File: src/rtl/etbs_pkg.sv
package etbs_pkg;

   localparam int RUN_COUNT_WIDTH     = 32;
   localparam int THRESHOLD_WIDTH     = 32;
   localparam int COUNT_WIDTH_DEFAULT = 32;
   localparam int QUEUE_DEPTH_DEFAULT = 4;
   localparam int REQ_DATA_WIDTH      = 8;
   localparam int RSP_DATA_WIDTH      = ((RUN_COUNT_WIDTH + 1 + 7) / 8) * 8;

   typedef enum logic {
      REQ_BIT   = 1'b0,
      REQ_FLUSH = 1'b1
   } req_kind_type;

   typedef enum logic {
      SINK_ONOFF  = 1'b0,
      SINK_MARKOV = 1'b1
   } sink_type;

   typedef struct packed {
      sink_type                   sink;
      logic                       run_value;
      logic [RUN_COUNT_WIDTH-1:0] run_count;
   } run_rec_type;

   // One queue entry holds every record that a single input beat produced.
   typedef struct packed {
      logic        pair;
      run_rec_type rec0;
      run_rec_type rec1;
   } queue_entry_type;

   typedef struct packed {
      logic            valid;
      queue_entry_type entry;
   } queue_push_type;

   typedef struct packed {
      logic            empty;
      logic            full;
      queue_entry_type head;
   } queue_status_type;

endpackage

File: src/rtl/error_trace_burst_segmenter.sv
// Error-trace burst segmenter. Each request beat carries one trace bit (1 error-free,
// 0 error) or an end-of-trace flush, and causes zero, one or two run records on the
// response channel, the final one of each beat marked by tlast. A request beat is taken
// every cycle while the record queue has room; the response side delivers one record
// per cycle while the receiver is ready, so a beat that produces two records takes two
// response transfers, and the sustained beat rate depends on the trace pattern.
// The burst threshold may be rewritten only while the block is idle.
module error_trace_burst_segmenter
   import etbs_pkg::*;
#(
   parameter int COUNT_WIDTH = COUNT_WIDTH_DEFAULT,
   parameter int QUEUE_DEPTH = QUEUE_DEPTH_DEFAULT
) (
   input  logic                       clock,
   input  logic                       reset,
   input  logic                       req_tvalid,
   output logic                       req_tready,
   input  logic [REQ_DATA_WIDTH-1:0]  req_tdata,   // [0] bit_value, rest zero
   input  logic                       req_tuser,   // [0] req_type
   input  logic                       csr_valid,
   output logic                       csr_ready,
   input  logic [THRESHOLD_WIDTH-1:0] csr_data,
   output logic                       rsp_tvalid,
   input  logic                       rsp_tready,
   output logic [RSP_DATA_WIDTH-1:0]  rsp_tdata,   // [0] run_value, [32:1] run_count
   output logic                       rsp_tuser,   // [0] sink
   output logic                       rsp_tlast
);

   queue_push_type   push;
   queue_status_type status;
   logic             pop;

   etbs_front #(
      .COUNT_WIDTH(COUNT_WIDTH)
   ) u_front (
      .clock      (clock),
      .reset      (reset),
      .req_tvalid (req_tvalid),
      .req_tready (req_tready),
      .req_kind   (req_tuser),
      .bit_value  (req_tdata[0]),
      .csr_valid  (csr_valid),
      .csr_ready  (csr_ready),
      .csr_data   (csr_data),
      .queue_full (status.full),
      .push       (push)
   );

   etbs_queue #(
      .DEPTH(QUEUE_DEPTH)
   ) u_queue (
      .clock  (clock),
      .reset  (reset),
      .push   (push),
      .pop    (pop),
      .status (status)
   );

   etbs_back u_back (
      .clock      (clock),
      .reset      (reset),
      .status     (status),
      .pop        (pop),
      .rsp_tvalid (rsp_tvalid),
      .rsp_tready (rsp_tready),
      .rsp_tdata  (rsp_tdata),
      .rsp_tuser  (rsp_tuser),
      .rsp_tlast  (rsp_tlast)
   );

endmodule

File: src/rtl/etbs_front.sv
module etbs_front
   import etbs_pkg::*;
#(
   parameter int COUNT_WIDTH = COUNT_WIDTH_DEFAULT
) (
   input  logic                       clock,
   input  logic                       reset,
   input  logic                       req_tvalid,
   output logic                       req_tready,
   input  logic                       req_kind,
   input  logic                       bit_value,
   input  logic                       csr_valid,
   output logic                       csr_ready,
   input  logic [THRESHOLD_WIDTH-1:0] csr_data,
   input  logic                       queue_full,
   output queue_push_type             push
);

   typedef logic [COUNT_WIDTH-1:0] count_type;

   localparam count_type ONE = COUNT_WIDTH'(1);

   logic                       prev_bit_ff, prev_bit_in;
   count_type                  run_len_ff, run_len_in;
   count_type                  pend_len_ff, pend_len_in;
   logic [THRESHOLD_WIDTH-1:0] threshold_ff;

   count_type   len_inc;
   count_type   pend_sum;
   logic        run_long;
   logic        inc_long;
   logic        one_long;
   logic        accept;
   logic [1:0]  num_rec;
   run_rec_type rec0;
   run_rec_type rec1;

   function automatic count_type sat_add(count_type a, count_type b);
      logic [COUNT_WIDTH:0] sum;
      sum = {1'b0, a} + {1'b0, b};
      return sum[COUNT_WIDTH] ? '1 : sum[COUNT_WIDTH-1:0];
   endfunction

   function automatic run_rec_type make_rec(sink_type sink, logic value, count_type count);
      run_rec_type r;
      logic [63:0] wide;
      wide        = 64'(count);
      r.sink      = sink;
      r.run_value = value;
      r.run_count = (|wide[63:RUN_COUNT_WIDTH]) ? '1 : wide[RUN_COUNT_WIDTH-1:0];
      return r;
   endfunction

   assign req_tready = !queue_full;
   assign csr_ready  = 1'b1;
   assign accept     = req_tvalid && !queue_full;

   assign len_inc  = sat_add(run_len_ff, ONE);
   assign pend_sum = sat_add(pend_len_ff, run_len_ff);
   assign run_long = 64'(run_len_ff) > 64'(threshold_ff);
   assign inc_long = 64'(len_inc) > 64'(threshold_ff);
   assign one_long = threshold_ff == '0;

   always_comb begin
      prev_bit_in = prev_bit_ff;
      run_len_in  = run_len_ff;
      pend_len_in = pend_len_ff;
      num_rec     = 2'd0;
      rec0        = '0;
      rec1        = '0;
      if (req_kind_type'(req_kind) == REQ_FLUSH) begin
         if (prev_bit_ff) begin
            if (run_long && pend_len_ff == '0) begin
               rec0    = make_rec(SINK_ONOFF, 1'b1, run_len_ff);
               num_rec = 2'd1;
            end else begin
               rec0    = make_rec(SINK_MARKOV, 1'b1, run_len_ff);
               rec1    = make_rec(SINK_ONOFF, 1'b0, pend_sum);
               num_rec = 2'd2;
            end
         end else if (pend_sum != '0) begin
            rec0    = make_rec(SINK_ONOFF, 1'b0, pend_sum);
            num_rec = 2'd1;
         end
         prev_bit_in = 1'b0;
         run_len_in  = '0;
         pend_len_in = '0;
      end else if (bit_value == prev_bit_ff) begin
         run_len_in = len_inc;
         if (!bit_value) begin
            rec0    = make_rec(SINK_MARKOV, 1'b0, ONE);
            num_rec = 2'd1;
         end else if (inc_long && pend_len_ff != '0) begin
            // The free run just grew past the threshold: close the burst early.
            rec0        = make_rec(SINK_ONOFF, 1'b0, pend_len_ff);
            num_rec     = 2'd1;
            pend_len_in = '0;
         end
      end else if (prev_bit_ff) begin
         if (run_long && pend_len_ff == '0) begin
            rec0 = make_rec(SINK_ONOFF, 1'b1, run_len_ff);
         end else begin
            rec0        = make_rec(SINK_MARKOV, 1'b1, run_len_ff);
            pend_len_in = pend_sum;
         end
         rec1        = make_rec(SINK_MARKOV, 1'b0, ONE);
         num_rec     = 2'd2;
         run_len_in  = ONE;
         prev_bit_in = 1'b0;
      end else begin
         run_len_in  = ONE;
         prev_bit_in = 1'b1;
         if (one_long && pend_sum != '0) begin
            rec0        = make_rec(SINK_ONOFF, 1'b0, pend_sum);
            num_rec     = 2'd1;
            pend_len_in = '0;
         end else begin
            pend_len_in = pend_sum;
         end
      end
   end

   always_comb begin
      push.valid      = accept && num_rec != 2'd0;
      push.entry.pair = num_rec == 2'd2;
      push.entry.rec0 = rec0;
      push.entry.rec1 = rec1;
   end

   always_ff @(posedge clock) begin
      if (reset) begin
         prev_bit_ff  <= 1'b0;
         run_len_ff   <= '0;
         pend_len_ff  <= '0;
         threshold_ff <= '0;
      end else begin
         if (accept) begin
            prev_bit_ff <= prev_bit_in;
            run_len_ff  <= run_len_in;
            pend_len_ff <= pend_len_in;
         end
         if (csr_valid) begin
            threshold_ff <= csr_data;
         end
      end
   end

endmodule

File: src/rtl/etbs_queue.sv
module etbs_queue
   import etbs_pkg::*;
#(
   parameter int DEPTH = QUEUE_DEPTH_DEFAULT
) (
   input  logic             clock,
   input  logic             reset,
   input  queue_push_type   push,
   input  logic             pop,
   output queue_status_type status
);

   localparam int IDX_W = (DEPTH > 1) ? $clog2(DEPTH) : 1;
   localparam int CNT_W = $clog2(DEPTH + 1);

   queue_entry_type         entries_ff [DEPTH];
   logic [IDX_W-1:0]        wr_ptr_ff, wr_ptr_in;
   logic [IDX_W-1:0]        rd_ptr_ff, rd_ptr_in;
   logic [CNT_W-1:0]        count_ff, count_in;
   logic                    do_push;
   logic                    do_pop;

   assign do_push = push.valid && !status.full;
   assign do_pop  = pop && !status.empty;

   always_comb begin
      status.empty = count_ff == '0;
      status.full  = count_ff == CNT_W'(DEPTH);
      status.head  = entries_ff[rd_ptr_ff];
   end

   always_comb begin
      wr_ptr_in = wr_ptr_ff;
      rd_ptr_in = rd_ptr_ff;
      count_in  = count_ff;
      if (do_push) begin
         wr_ptr_in = (wr_ptr_ff == IDX_W'(DEPTH - 1)) ? '0 : wr_ptr_ff + IDX_W'(1);
      end
      if (do_pop) begin
         rd_ptr_in = (rd_ptr_ff == IDX_W'(DEPTH - 1)) ? '0 : rd_ptr_ff + IDX_W'(1);
      end
      if (do_push && !do_pop) begin
         count_in = count_ff + CNT_W'(1);
      end else if (do_pop && !do_push) begin
         count_in = count_ff - CNT_W'(1);
      end
   end

   always_ff @(posedge clock) begin
      if (reset) begin
         wr_ptr_ff <= '0;
         rd_ptr_ff <= '0;
         count_ff  <= '0;
      end else begin
         wr_ptr_ff <= wr_ptr_in;
         rd_ptr_ff <= rd_ptr_in;
         count_ff  <= count_in;
      end
   end

   always_ff @(posedge clock) begin
      if (do_push) begin
         entries_ff[wr_ptr_ff] <= push.entry;
      end
   end

endmodule

File: src/rtl/etbs_back.sv
module etbs_back
   import etbs_pkg::*;
(
   input  logic                      clock,
   input  logic                      reset,
   input  queue_status_type          status,
   output logic                      pop,
   output logic                      rsp_tvalid,
   input  logic                      rsp_tready,
   output logic [RSP_DATA_WIDTH-1:0] rsp_tdata,
   output logic                      rsp_tuser,
   output logic                      rsp_tlast
);

   logic        sel_ff, sel_in;
   logic        rsp_valid_ff, rsp_valid_in;
   run_rec_type rsp_rec_ff;
   logic        rsp_last_ff;
   run_rec_type cur_rec;
   logic        cur_last;
   logic        load;

   assign cur_rec  = sel_ff ? status.head.rec1 : status.head.rec0;
   assign cur_last = !status.head.pair || sel_ff;
   assign load     = !status.empty && (!rsp_valid_ff || rsp_tready);
   assign pop      = load && cur_last;

   always_comb begin
      sel_in       = sel_ff;
      rsp_valid_in = rsp_valid_ff;
      if (load) begin
         sel_in       = !cur_last;
         rsp_valid_in = 1'b1;
      end else if (rsp_tready) begin
         rsp_valid_in = 1'b0;
      end
   end

   always_ff @(posedge clock) begin
      if (reset) begin
         sel_ff       <= 1'b0;
         rsp_valid_ff <= 1'b0;
      end else begin
         sel_ff       <= sel_in;
         rsp_valid_ff <= rsp_valid_in;
      end
   end

   always_ff @(posedge clock) begin
      if (load) begin
         rsp_rec_ff  <= cur_rec;
         rsp_last_ff <= cur_last;
      end
   end

   assign rsp_tvalid = rsp_valid_ff;
   assign rsp_tdata  = RSP_DATA_WIDTH'({rsp_rec_ff.run_count, rsp_rec_ff.run_value});
   assign rsp_tuser  = rsp_rec_ff.sink;
   assign rsp_tlast  = rsp_last_ff;

endmodule
File: config.mk
export PLATFORM = sky130hd
export DESIGN_NAME = error_trace_burst_segmenter
export DESIGN_NICKNAME = d
export VERILOG_FILES = /design/src/rtl/etbs_pkg.sv /design/src/rtl/error_trace_burst_segmenter.sv /design/src/rtl/etbs_front.sv /design/src/rtl/etbs_queue.sv /design/src/rtl/etbs_back.sv
export SDC_FILE = /design/constraint.sdc
export NUM_CORES = 1
export LEC_CHECK = 0
export BUFFER_PORTS_ARGS = -buffer_cell sky130_fd_sc_hd__buf_2
export CORE_MARGIN = 3
export CORE_UTILIZATION = 30
export CTS_BUF_LIST = sky130_fd_sc_hd__clkbuf_8
export CTS_CLUSTER_SIZE = 24
export DETAILED_ROUTE_END_ITERATION = 7
export PLACE_DENSITY = 0.57
export REMOVE_ABC_BUFFERS = 1
export SETUP_SLACK_MARGIN = 0.05
export SYNTH_ARGS = -nofsm -noshare
export SYNTH_HDL_FRONTEND = slang
export SYNTH_SLANG_ARGS = --single-unit
File: constraint.sdc
create_clock -name clock -period 6.45 [get_ports clock]
set_clock_uncertainty 0.15 [all_clocks]
set_input_delay 0.645 -clock clock [delete_from_list [all_inputs] [get_ports clock]]
set_output_delay 0.645 -clock clock [all_outputs]
set_load 0.05 [all_outputs]
* Word level (Yosys, flattened, before mapping) *
Memories as Yosys holds them, arrays and structs flattened. A register that Yosys moved wholly into a read port is not among the register bits.
Cells that the tools add are included.

word-level totals
  memories kept = 1
  output and inout bits = 45
  memory bits (writable) = 276
  register bits = 141
  input port bits = 46
  word-level logic and storage cells = 109

cells by class
  $add $sub $neg = 6
  mux-type cells = 48
  $lt $le $gt $ge = 2
  reduce and logical (&&, ||, !) cells = 30
  equal/unequal tests = 9

memory list
  memory              words  bits a word  read ports  clocked after Yosys merged registers in  wr ports  line              text
  u_queue.entries_ff  4      69           1           1                                        1         etbs_queue.sv:16  queue_entry_type entries_ff [DEPTH];

operator list
  cell                   count
  $mux 32                15
  $mux 34                11
  $gt 32x32->1           2
  $logic_not 32->1       2
  $reduce_bool 32->1     2
  $add 32x1->33 const B  1
  $add 32x32->33         1
  $mux 2                 10
  $logic_and 1x1->1      11
  $mux 1                 10
  $logic_not 1->1        7
  $eq 2x2->1 const B     3
  $mux 3                 2
  $ne 3x3->1 const B     2
  $reduce_bool 2->1      3
  $add 2x1->2 const B    2
  $ne 4x4->1 const B     1
  $reduce_and 4->1       1
  $add 3x1->3 const B    1
  $eq 3x3->1 const B     1
  $logic_not 3->1        1
  $sub 3x1->3 const B    1
  $logic_or 1x1->1       2
  $ne 2x2->1 const B     1
  other kinds (2)        2

* Longest topological paths before layout *
Gate-level depths: netlist of the first run.

  word-level depth = 15
  gate-level depth with buffers = 27
  gate-level depth less buffers = 25

* Hierarchy *
Synthesis of the first run repeated with hierarchy kept, for this count alone.

unflattened totals
  cell total of the unflattened synthesis = 1812
  area, all modules = 22002.4 um^2

by module, submodules not included
  module      sequential area each (um^2)  cells each  area each (um^2)  instances
  etbs_queue  8468.1                       411         10437.5           1
  etbs_front  1941.9                       1309        9953.3            1
  etbs_back   1091.0                       92          1611.5            1

* Worst setup path before layout of the first run *
OpenSTA, ideal clock, no wires.

  path kind = flip-flop to flip-flop
  start = reg u_front.run_len_ff[2]
  end = mem u_queue.entries_ff[0][0] (netlist bit) (enable)
  data required time = 5.866 ns
  stages on the path, launching flop included = 20
  arrival time = 5.881 ns
  path buffers = 0
  library setup time = 0.434 ns
  period minus slack after synthesis = 6.464 ns
  setup slack = -0.014 ns
  cell sequence = dfxtp_1 and3_1 and3_1 and2_0 nor2b_1 nor4bb_1 nand3_1 nor3_1 nand3b_1 o21a_1 ha_1 nand4_1 nor3_1 nor3b_1 nand2_1 o21ai_0 o31ai_1 a31oi_1 o21a_1 and2_1

on the way
  cells in the longest elaborated chain, start to end = 13
  elaborated cells on any way between the ends = 24
  classes of those cells = add/sub: 2; order compare: 2; mux: 13; reduce/logical: 7

RTL lines
  what                                                line                                                   text
  from (decl)                                         etbs_front.sv:24                                       count_type run_len_ff, run_len_in;
  from (signal assigned)                              etbs_front.sv:139                                      run_len_ff <= run_len_in;
  $add 32x1->33 or $add 32x32->33 (tied branches)     etbs_front.sv:40                                       sum = {1'b0, a} + {1'b0, b};
  $mux 32                                             etbs_front.sv:41                                       return sum[COUNT_WIDTH] ? '1 : sum[COUNT_WIDTH-1:0];
  $gt 32x32->1 or $reduce_bool 32->1 (tied branches)  etbs_front.sv:61, etbs_front.sv:81, etbs_front.sv:113
  $logic_and 1x1->1, on equally long branches         etbs_front.sv:93, etbs_front.sv:113
  $mux 1, on equally long branches                    etbs_front.sv:93, etbs_front.sv:113
  $mux 2, on equally long branches                    etbs_front.sv:90, etbs_front.sv:99
  $mux 2                                              etbs_front.sv:88                                       end else if (bit_value == prev_bit_ff) begin
  $mux 2 *                                            etbs_front.sv:71                                       if (req_kind_type'(req_kind) == REQ_FLUSH) begin
  $reduce_bool 2->1 *                                 etbs_front.sv:124                                      push.valid = accept && num_rec != 2'd0;
  $logic_and 1x1->1 *                                 etbs_front.sv:124
  $logic_and 1x1->1 *                                 etbs_queue.sv:23                                       assign do_push = push.valid && !status.full;
  named net u_queue.do_push                           etbs_queue.sv:20                                       logic do_push;
  $mux 1 *                                            etbs_queue.sv:62                                       if (do_push) begin
  $mux 1 (not written as such) *                      etbs_queue.sv:63                                       entries_ff[wr_ptr_ff] <= push.entry;
  to (decl)                                           etbs_queue.sv:16

The timed path passes the listed nets; every way through them passes the cells marked *.

* Final worst setup path of the first run *
  start = reg u_front.run_len_ff[8]
  end = reg u_queue.count_ff[2]

on the way
  cells in the longest elaborated chain, start to end = 14
  elaborated cells on any way between the ends = 27
  classes of those cells = add/sub: 2; order compare: 2; mux: 12; reduce/logical: 11

RTL lines
  what                                                line                                                   text
  $add 32x1->33 or $add 32x32->33 (tied branches)     etbs_front.sv:40
  $mux 32                                             etbs_front.sv:41
  $gt 32x32->1 or $reduce_bool 32->1 (tied branches)  etbs_front.sv:61, etbs_front.sv:81, etbs_front.sv:113
  $logic_and 1x1->1, on equally long branches         etbs_front.sv:93, etbs_front.sv:113
  $mux 1, on equally long branches                    etbs_front.sv:93, etbs_front.sv:113
  $mux 2, on equally long branches                    etbs_front.sv:90, etbs_front.sv:99
  $mux 2                                              etbs_front.sv:88
  $mux 2 *                                            etbs_front.sv:71
  $reduce_bool 2->1 *                                 etbs_front.sv:124
  $logic_and 1x1->1 *                                 etbs_front.sv:124
  $logic_and 1x1->1 *                                 etbs_queue.sv:23
  named net u_queue.do_push                           etbs_queue.sv:20
  $logic_not 1->1                                     etbs_queue.sv:44                                       end else if (do_pop && !do_push) begin
  $logic_and 1x1->1                                   etbs_queue.sv:44
  $reduce_bool 2->1 (no source line)                  --
  to (signal assigned)                                etbs_queue.sv:57                                       count_ff <= count_in;
  to (decl)                                           etbs_queue.sv:19                                       logic [CNT_W-1:0] count_ff, count_in;

Marks and branches as above.
A chain may end at the register's enable or synchronous reset.

==> results.py, run 1 <==
metrics = {
    "min_path": {
        "min-delay-start": "csr_data[21]",
        "hold_class": "in2reg",
    },
    "cts": {
        "postCtsHoldBufs": 0,
        "root_buffer": "clkbuf_8",
        "ctsResizeCount": 0,
        "cts_max_level": 3,
        "insertion_delay_ps": 660,
        "clock_sinks": 415,
        "numCtsBuffers": 73,
        "tritoncts": "done",
        "cts_buffer_depth": 3,
        "cts.reportedPaths.clkPinSlew_ps": 60,
        "post-cts-setup-buffer-count": 0,
    },
    "critical_path": {
        "cp-end-kind": "flop",
        "worstSetupPathType": "reg2reg",
        "required_ps": 6860,
        "timing.rr.start": "u_front.run_len_ff[8]",
        "cp-start-kind": "flop",
        "crit_slowest_cell": "or3_1",
        "crit_path_max_incr_delay_ps": 410,
        "critPathLaunch": "u_front.run_len_ff[8]",
        "critPathArrivalTime_ps": 6400,
        "cpMostUsedCell": "a21o_1",
        "crit_path_max_fanout": 14,
    },
    "routing": {
        "drtAntennaViolNets": 0,
        "finalWirelength_mm": 52.51,
        "wl_per_cell_um": 19.48,
        "drtIter0Drc": 772,
        "drt_first_pass_iters": 6,
        "num_vias": 13870,
        "drcViolationCount": 0,
        "routed_via_density": 5.143,
    },
    "sta": {
        "finalHoldViolCount": 0,
        "final.setup.tns_ps": 0,
        "worst_pin_slew_ps": 930.4,
        "whs_ps": 72.32,
        "rsz0062_at_grt": "no",
        "finalCritPeriodShare": 0.9275,
        "fmax_mhz": 167.2,
        "slew_headroom": 0.3797,
        "setup_violations": 0,
        "slew_viol_final": 0,
        "period_minus_slack_ps": 5982,
    },
    "yosys": {
        "netlist_instances": 1632,
        "synth_seq_cells": 415,
        "synthDistinctLibCells": 72,
        "async_flop_share": 0,
        "yosysWarnings": 0,
        "syn_area_um2": 20600,
        "synth-main-ff-cell": "edfxtp_1",
        "synth-edff-count": 307,
        "synth_area_per_cell_um2": 12.62,
        "ys_seq_area_frac": 0.5525,
    },
    "power": {
        "p_per_area_nw_per_um2": 293.8,
        "vdd_drop_max_mv": 0.1372,
        "power.total_mw": 6.961,
        "p_leak_nw": 8.947,
    },
    "floorplan": {
        "core_um2": 67630,
        "fp.dieH_um": 268.0,
        "initial_core_util": 0.3045,
        "io_pins": 91,
        "die_w_um": 268.0,
        "fp-row-count": 95,
        "die_area_um2": 71840,
    },
    "run_status": {
        "status": "complete, no violations",
    },
    "grt": {
        "antenna_found_initial": 3,
        "grt_use_total": 0.1485,
        "grt_pass1_wl_mm": 82.24,
        "overflow": 0,
        "grt_max_degree": 78,
        "grt_pass1_vias": 14380,
    },
    "finish": {
        "nFillCells": 6604,
        "multiInputGateArea_um2": 8642,
        "area_growth_pct": 15.03,
        "nNetsFinal": 1912,
        "utilization": 0.3503,
        "regArea_um2": 11390,
        "drive_gt1_frac": 0.2172,
    },
    "flow_run": {
        "maxCapViolations": 0,
    },
    "place": {
        "gp_congestion": 0.8938,
        "port_buffers": 75,
        "dp_hpwl_mm": 35.80,
    },
}
## critical path: cells and delay by family, from the launching register on
| family | cells | cell delay [ps] |
|---|---|---|
| buf+inv | 2 | 280 |
| simple gates | 8 | 1950 |
| xor+xnor | 1 | 80 |
| flops | 1 | 320 |
| compound gates | 11 | 2430 |
| fa+ha+maj | 3 | 660 |
## cells in the mapped netlist, drive strengths merged, types with 18 or more instances
cell	number	area, µm²
xnor2	22	192.7
nor4	20	125.1
mux2i	35	350.3
a21o	26	195.2
nor2	175	656.9
o2bb2ai	32	461.7
nand2	95	356.6
clkbuf	59	221.5
inv	55	206.5
nand3	18	95.09
mux4	68	1531
nand4	40	250.2
dfxtp	108	2162
ha	104	1301
a21oi	65	325.3
xor2	28	245.2
o21ai	74	370.4
a22oi	52	390.4
nor3	20	111.4
edfxtp	307	9219
mux2	35	394.1
buf	34	198.9
## layout make-up
class,instances,share of cell area
Sequential cell,415,0.4806
Timing Repair Buffer,140,0.04013
Tap cell,873,0.04610
Clock inverter,51,0.01093
Multi-Input combinational cell,1074,0.3647
Inverter,56,0.008872
Clock buffer,83,0.04821
Antenna cell,4,0.0004225
## through the flow
step                area [µm²]  setup slack (ps)  std cells
global placement         22280             568.2       2558
detailed placement       22280             455.6       2558
CTS                      23680             417.4       2692
global route             23690             80.07       2695
finish                   23690             467.9       2696
floorplan                20200            -31.00       1545
## logic make-up (layout without fill, tap and decap cells)
kind of cell,Yosys count,after routing,synth area share
compound gates,340,340,0.1208
xor+xnor,50,50,0.02126
fa+ha+maj,106,106,0.06512
buf+inv,149,330,0.03062
flops,415,415,0.5525
mux,138,138,0.1105
other cells,2,12,0.0003646
simple gates,432,432,0.09883
## layer usage
layer  track usage  share of wire  wire, µm  up-vias
li1              -              -         -     6540
met1        0.1996           0.46     24160     6900
met2        0.2376           0.46     24130      339
met3       0.03259          0.055      2891       85
met4       0.05173          0.025      1305        2
met5             0        0.00038        20        -
## final timing paths
path                                   end  slack (ps)  cells past startpoint
setup / recovery       u_queue.count_ff[2]         470                     25
hold / removal    u_front.threshold_ff[21]          70                      3
hold reg to reg          u_back.rsp_tvalid         350                      2
setup reg to reg       u_queue.count_ff[2]         470                     25
## report_power, final
group	internal [mW]	switching, mW	total [mW]
Sequential	3.11	0.104	3.21
Clock	1.22	1.09	2.32
Combinational	0.478	0.953	1.43
## layout by cell type (no fill, tap or decap), drive strengths merged, types with 6 or more instances in the layout
master   netlist  layout
dfxtp        108     108
a31oi          8       8
o211ai        10      10
nand4         40      40
xor2          28      28
a22oi         52      52
and2           8       8
and4           6       6
o21ai         74      74
nor2b         13      13
nand3         18      18
nor3          20      20
nor2         175     175
clkbuf        59      83
o31ai          7       7
inv           55      88
xnor2         22      22
edfxtp       307     307
and3          12      12
a21oi         65      65
a21o          26      26
nor4          20      20
clkinv         1      13
ha           104     104
buf           34     140
nand2         95      95
conb           2       8
a211oi        13      13
mux2          35      35
o21a          10      10
mux2i         35      35
o2bb2ai       32      32
or3            7       7
mux4          68      68
## registers in the layout (all words and copies together), names as in the netlist, named ones only
| register | count |
|---|---|
| u_front.pend_len_ff | 32 |
| u_queue.rd_ptr_ff | 2 |
| u_back.rsp_tuser | 1 |
| u_queue.entries_ff | 272 |
| u_back.rsp_tvalid | 1 |
| u_front.run_len_ff | 32 |
| u_queue.count_ff | 3 |
| u_front.threshold_ff | 32 |
| u_back.rsp_tlast | 1 |
| u_back.rsp_tdata | 33 |
| u_back.sel_ff | 1 |
| u_queue.wr_ptr_ff | 2 |
| u_front.prev_bit_ff | 1 |
Power figures use the tool's default switching activity.
==> inputs of run 2 (changes only) <==
--- a/config.mk
+++ b/config.mk
@@ -6,12 +6,12 @@
 export NUM_CORES = 1
 export LEC_CHECK = 0
 export BUFFER_PORTS_ARGS = -buffer_cell sky130_fd_sc_hd__buf_2
+export CORE_ASPECT_RATIO = 0.5
 export CORE_MARGIN = 3
 export CORE_UTILIZATION = 30
 export CTS_BUF_LIST = sky130_fd_sc_hd__clkbuf_8
 export CTS_CLUSTER_SIZE = 24
 export DETAILED_ROUTE_END_ITERATION = 7
-export PLACE_DENSITY = 0.57
 export REMOVE_ABC_BUFFERS = 1
 export SETUP_SLACK_MARGIN = 0.05
 export SYNTH_ARGS = -nofsm -noshare
==> run 2 against run 1 <==
  * Clock power barely moved
  * Worst setup slack improved by 110 ps
  * Via count fell by 0.31%
  * Wire length fell by 1.5%
  * Worst hold slack improved by 33 ps
  * Critical endpoint unchanged
==> results.py, run 2 (synthesis results as in run 1) <==
metrics = {
    "grt": {
        "grt_pass1_vias": 13770,
        "grt_use_total": 0.1424,
        "use_met3": 0.03675,
        "grt_max_degree": 78,
        "grt_pass1_wl_mm": 79.81,
        "antenna_found_initial": 5,
        "grt_util_met2": 0.2316,
        "overflow": 0,
        "grt.busiest_layer": "met2",
        "met1_usage": 0.1866,
    },
    "min_path": {
        "hold_class": "in2reg",
    },
    "power": {
        "p_per_area_nw_per_um2": 294.4,
        "p_leak_nw": 8.934,
        "pwr-share-seq": 0.459,
        "combPwrFrac": 0.207,
        "p_int_mw": 4.876,
        "vdd_drop_max_mv": 0.1836,
        "p_sw_frac": 0.3023,
        "power.share.clock": 0.334,
        "p_switching_mw": 2.112,
        "power.total_mw": 6.988,
    },
    "routing": {
        "num_vias": 13820,
        "drt_first_pass_iters": 5,
        "drtAntennaViolNets": 0,
        "wl_per_cell_um": 19.10,
        "drcViolationCount": 0,
        "finalWirelength_mm": 51.73,
        "routed_via_density": 5.105,
        "drtIter0Drc": 1154,
    },
    "finish": {
        "drive_gt1_frac": 0.2138,
        "top_register": "u_queue.entries_ff",
        "instances_no_fill": 2708,
        "area_growth_pct": 15.23,
        "final_cell_mix": "edfxtp_1, nor2_1, dfxtp_1",
        "nNetsFinal": 1906,
        "final_common_cell": "edfxtp_1",
        "largest_reg_flops": 272,
        "post-route-cell-area_um2": 23730,
    },
    "sta": {
        "setup_violations": 0,
        "finalHoldViolCount": 0,
        "finalCritPeriodShare": 0.9110,
        "final.setup.tns_ps": 0,
        "whs_ps": 105.0,
        "fmax_mhz": 170.2,
        "slew_viol_final": 0,
        "period_minus_slack_ps": 5876,
        "rsz0062_at_grt": "no",
        "worst_pin_slew_ps": 1104,
        "slew_headroom": 0.2638,
    },
    "cts": {
        "cts_buffer_depth": 3,
        "cts.reportedPaths.clkPinSlew_ps": 60,
        "post-cts-setup-buffer-count": 0,
        "cts_max_level": 3,
        "root_buffer": "clkbuf_8",
        "clock_sinks": 415,
        "tritoncts": "done",
        "numCtsBuffers": 69,
        "insertion_delay_ps": 630,
    },
    "critical_path": {
        "required_ps": 6840,
        "worst-path-buf-inv": 2,
        "cp-end-kind": "flop",
        "crit_path_max_fanout": 7,
        "path_delay_family": "compound AO/OA/AOI/OAI gates",
        "cpMostUsedCell": "a21o_1",
        "cp-start-kind": "flop",
        "worstSetupPathType": "reg2reg",
        "crit_path_max_incr_delay_ps": 570,
        "critPathArrivalTime_ps": 6270,
        "crit_slowest_cell": "or3_1",
    },
    "floorplan": {
        "io_pins": 91,
        "die_w_um": 376.6,
        "die_area_um2": 72030,
        "fp-row-count": 67,
        "core_um2": 67480,
        "fp.dieH_um": 191.3,
        "initial_core_util": 0.3052,
    },
    "place": {
        "dp_hpwl_mm": 36.01,
        "dp.cells": 2580,
        "placed_area_um2": 22330,
        "port_buffers": 75,
        "gp_congestion": 0.8774,
    },
    "flow_run": {
        "maxCapViolations": 0,
    },
    "run_status": {
        "status": "complete, no violations",
    },
}
## run 2: cell count changes in the layout (fill, tap and decap cells not counted), sizes merged, moves of 3 or more
| cell | previous run | this run |
|---|---|---|
| diode | 4 | 1 |
| clkbuf | 83 | 76 |
| bufinv | 1 | 5 |
| clkinvlp | 5 | 2 |
| inv | 88 | 85 |
## run 2: path summary, 6_finish.rpt
check / slack [ps] / to / startpoint / depth (start not counted)
setup / recovery: 570 / u_queue.count_ff[2] / u_front.run_len_ff[9] / 25
hold / removal: 110 / u_front.threshold_ff[4] / csr_data[4] / 3
setup reg to reg: 570 / u_queue.count_ff[2] / u_front.run_len_ff[9] / 25
hold reg to reg: 360 / u_queue.count_ff[2] / u_queue.count_ff[2] / 2
## run 2: cell type report
| cell class | count | area [µm²] |
|---|---|---|
| multi-input cells | 1074 | 8657 |
| repair buffers | 138 | 960.9 |
| clock inverters | 51 | 347.8 |
| well taps | 897 | 1122 |
| fillers | 6497 | 43750 |
| diodes | 1 | 2.502 |
| clock buffers | 76 | 1046 |
| inverters | 56 | 210.2 |
| flip-flops and latches | 415 | 11390 |
## run 2: metrics by stage
| step | setup slack (ps) | utilization |
|---|---|---|
| finish | 574.4 | 0.3517 |
| global route | 80.69 | 0.3517 |
| CTS | 418.4 | 0.3516 |
| detailed placement | 443.2 | 0.3309 |
| global placement | 579.1 | 0.3309 |
| floorplan | -31.00 | - |
## run 2: power groups by stage
stage / Clock [mW] / Combinational (mW) / Sequential (mW)
floorplan: 0 / 0.582 / 3.75
global placement: 0 / 1.46 / 3.26
global route: 2.52 / 1.54 / 3.23
finish: 2.34 / 1.45 / 3.20
CTS: 2.41 / 1.47 / 3.21
detailed placement: 0 / 1.47 / 3.27
## run 2: metal layers
layer / vias up / share of wire
met3: 95 / 0.060
met2: 357 / 0.47
li1: 6510 / -
met1: 6853 / 0.45
met5: - / 0.00083
met4: 8 / 0.023
## run 2: worst register-to-register path, stage by stage (launching register included)
cell and delay (ps):
dfxtp_1 330, and4_1 260, nand4_1 200, nor3_1 270, and3_1 300, nand3_1 120
or3_1 570, nand2_1 150, ha_1 250, a21o_1 160, a21o_1 170, a211oi_1 230
o21bai_1 100, a21o_1 200, a221oi_1 300, buf_4 170, o21ai_0 150, o31ai_1 380
a31oi_1 190, o21a_1 190, ha_1 220, inv_1 70, fa_1 170, xor2_1 70
or3_1 300, a21oi_1 130
## run 2: repair_timing
action                                  CTS  global route
resized for setup                         0             1
hold buffers                              0             0
endpoints found under the setup margin    0             4
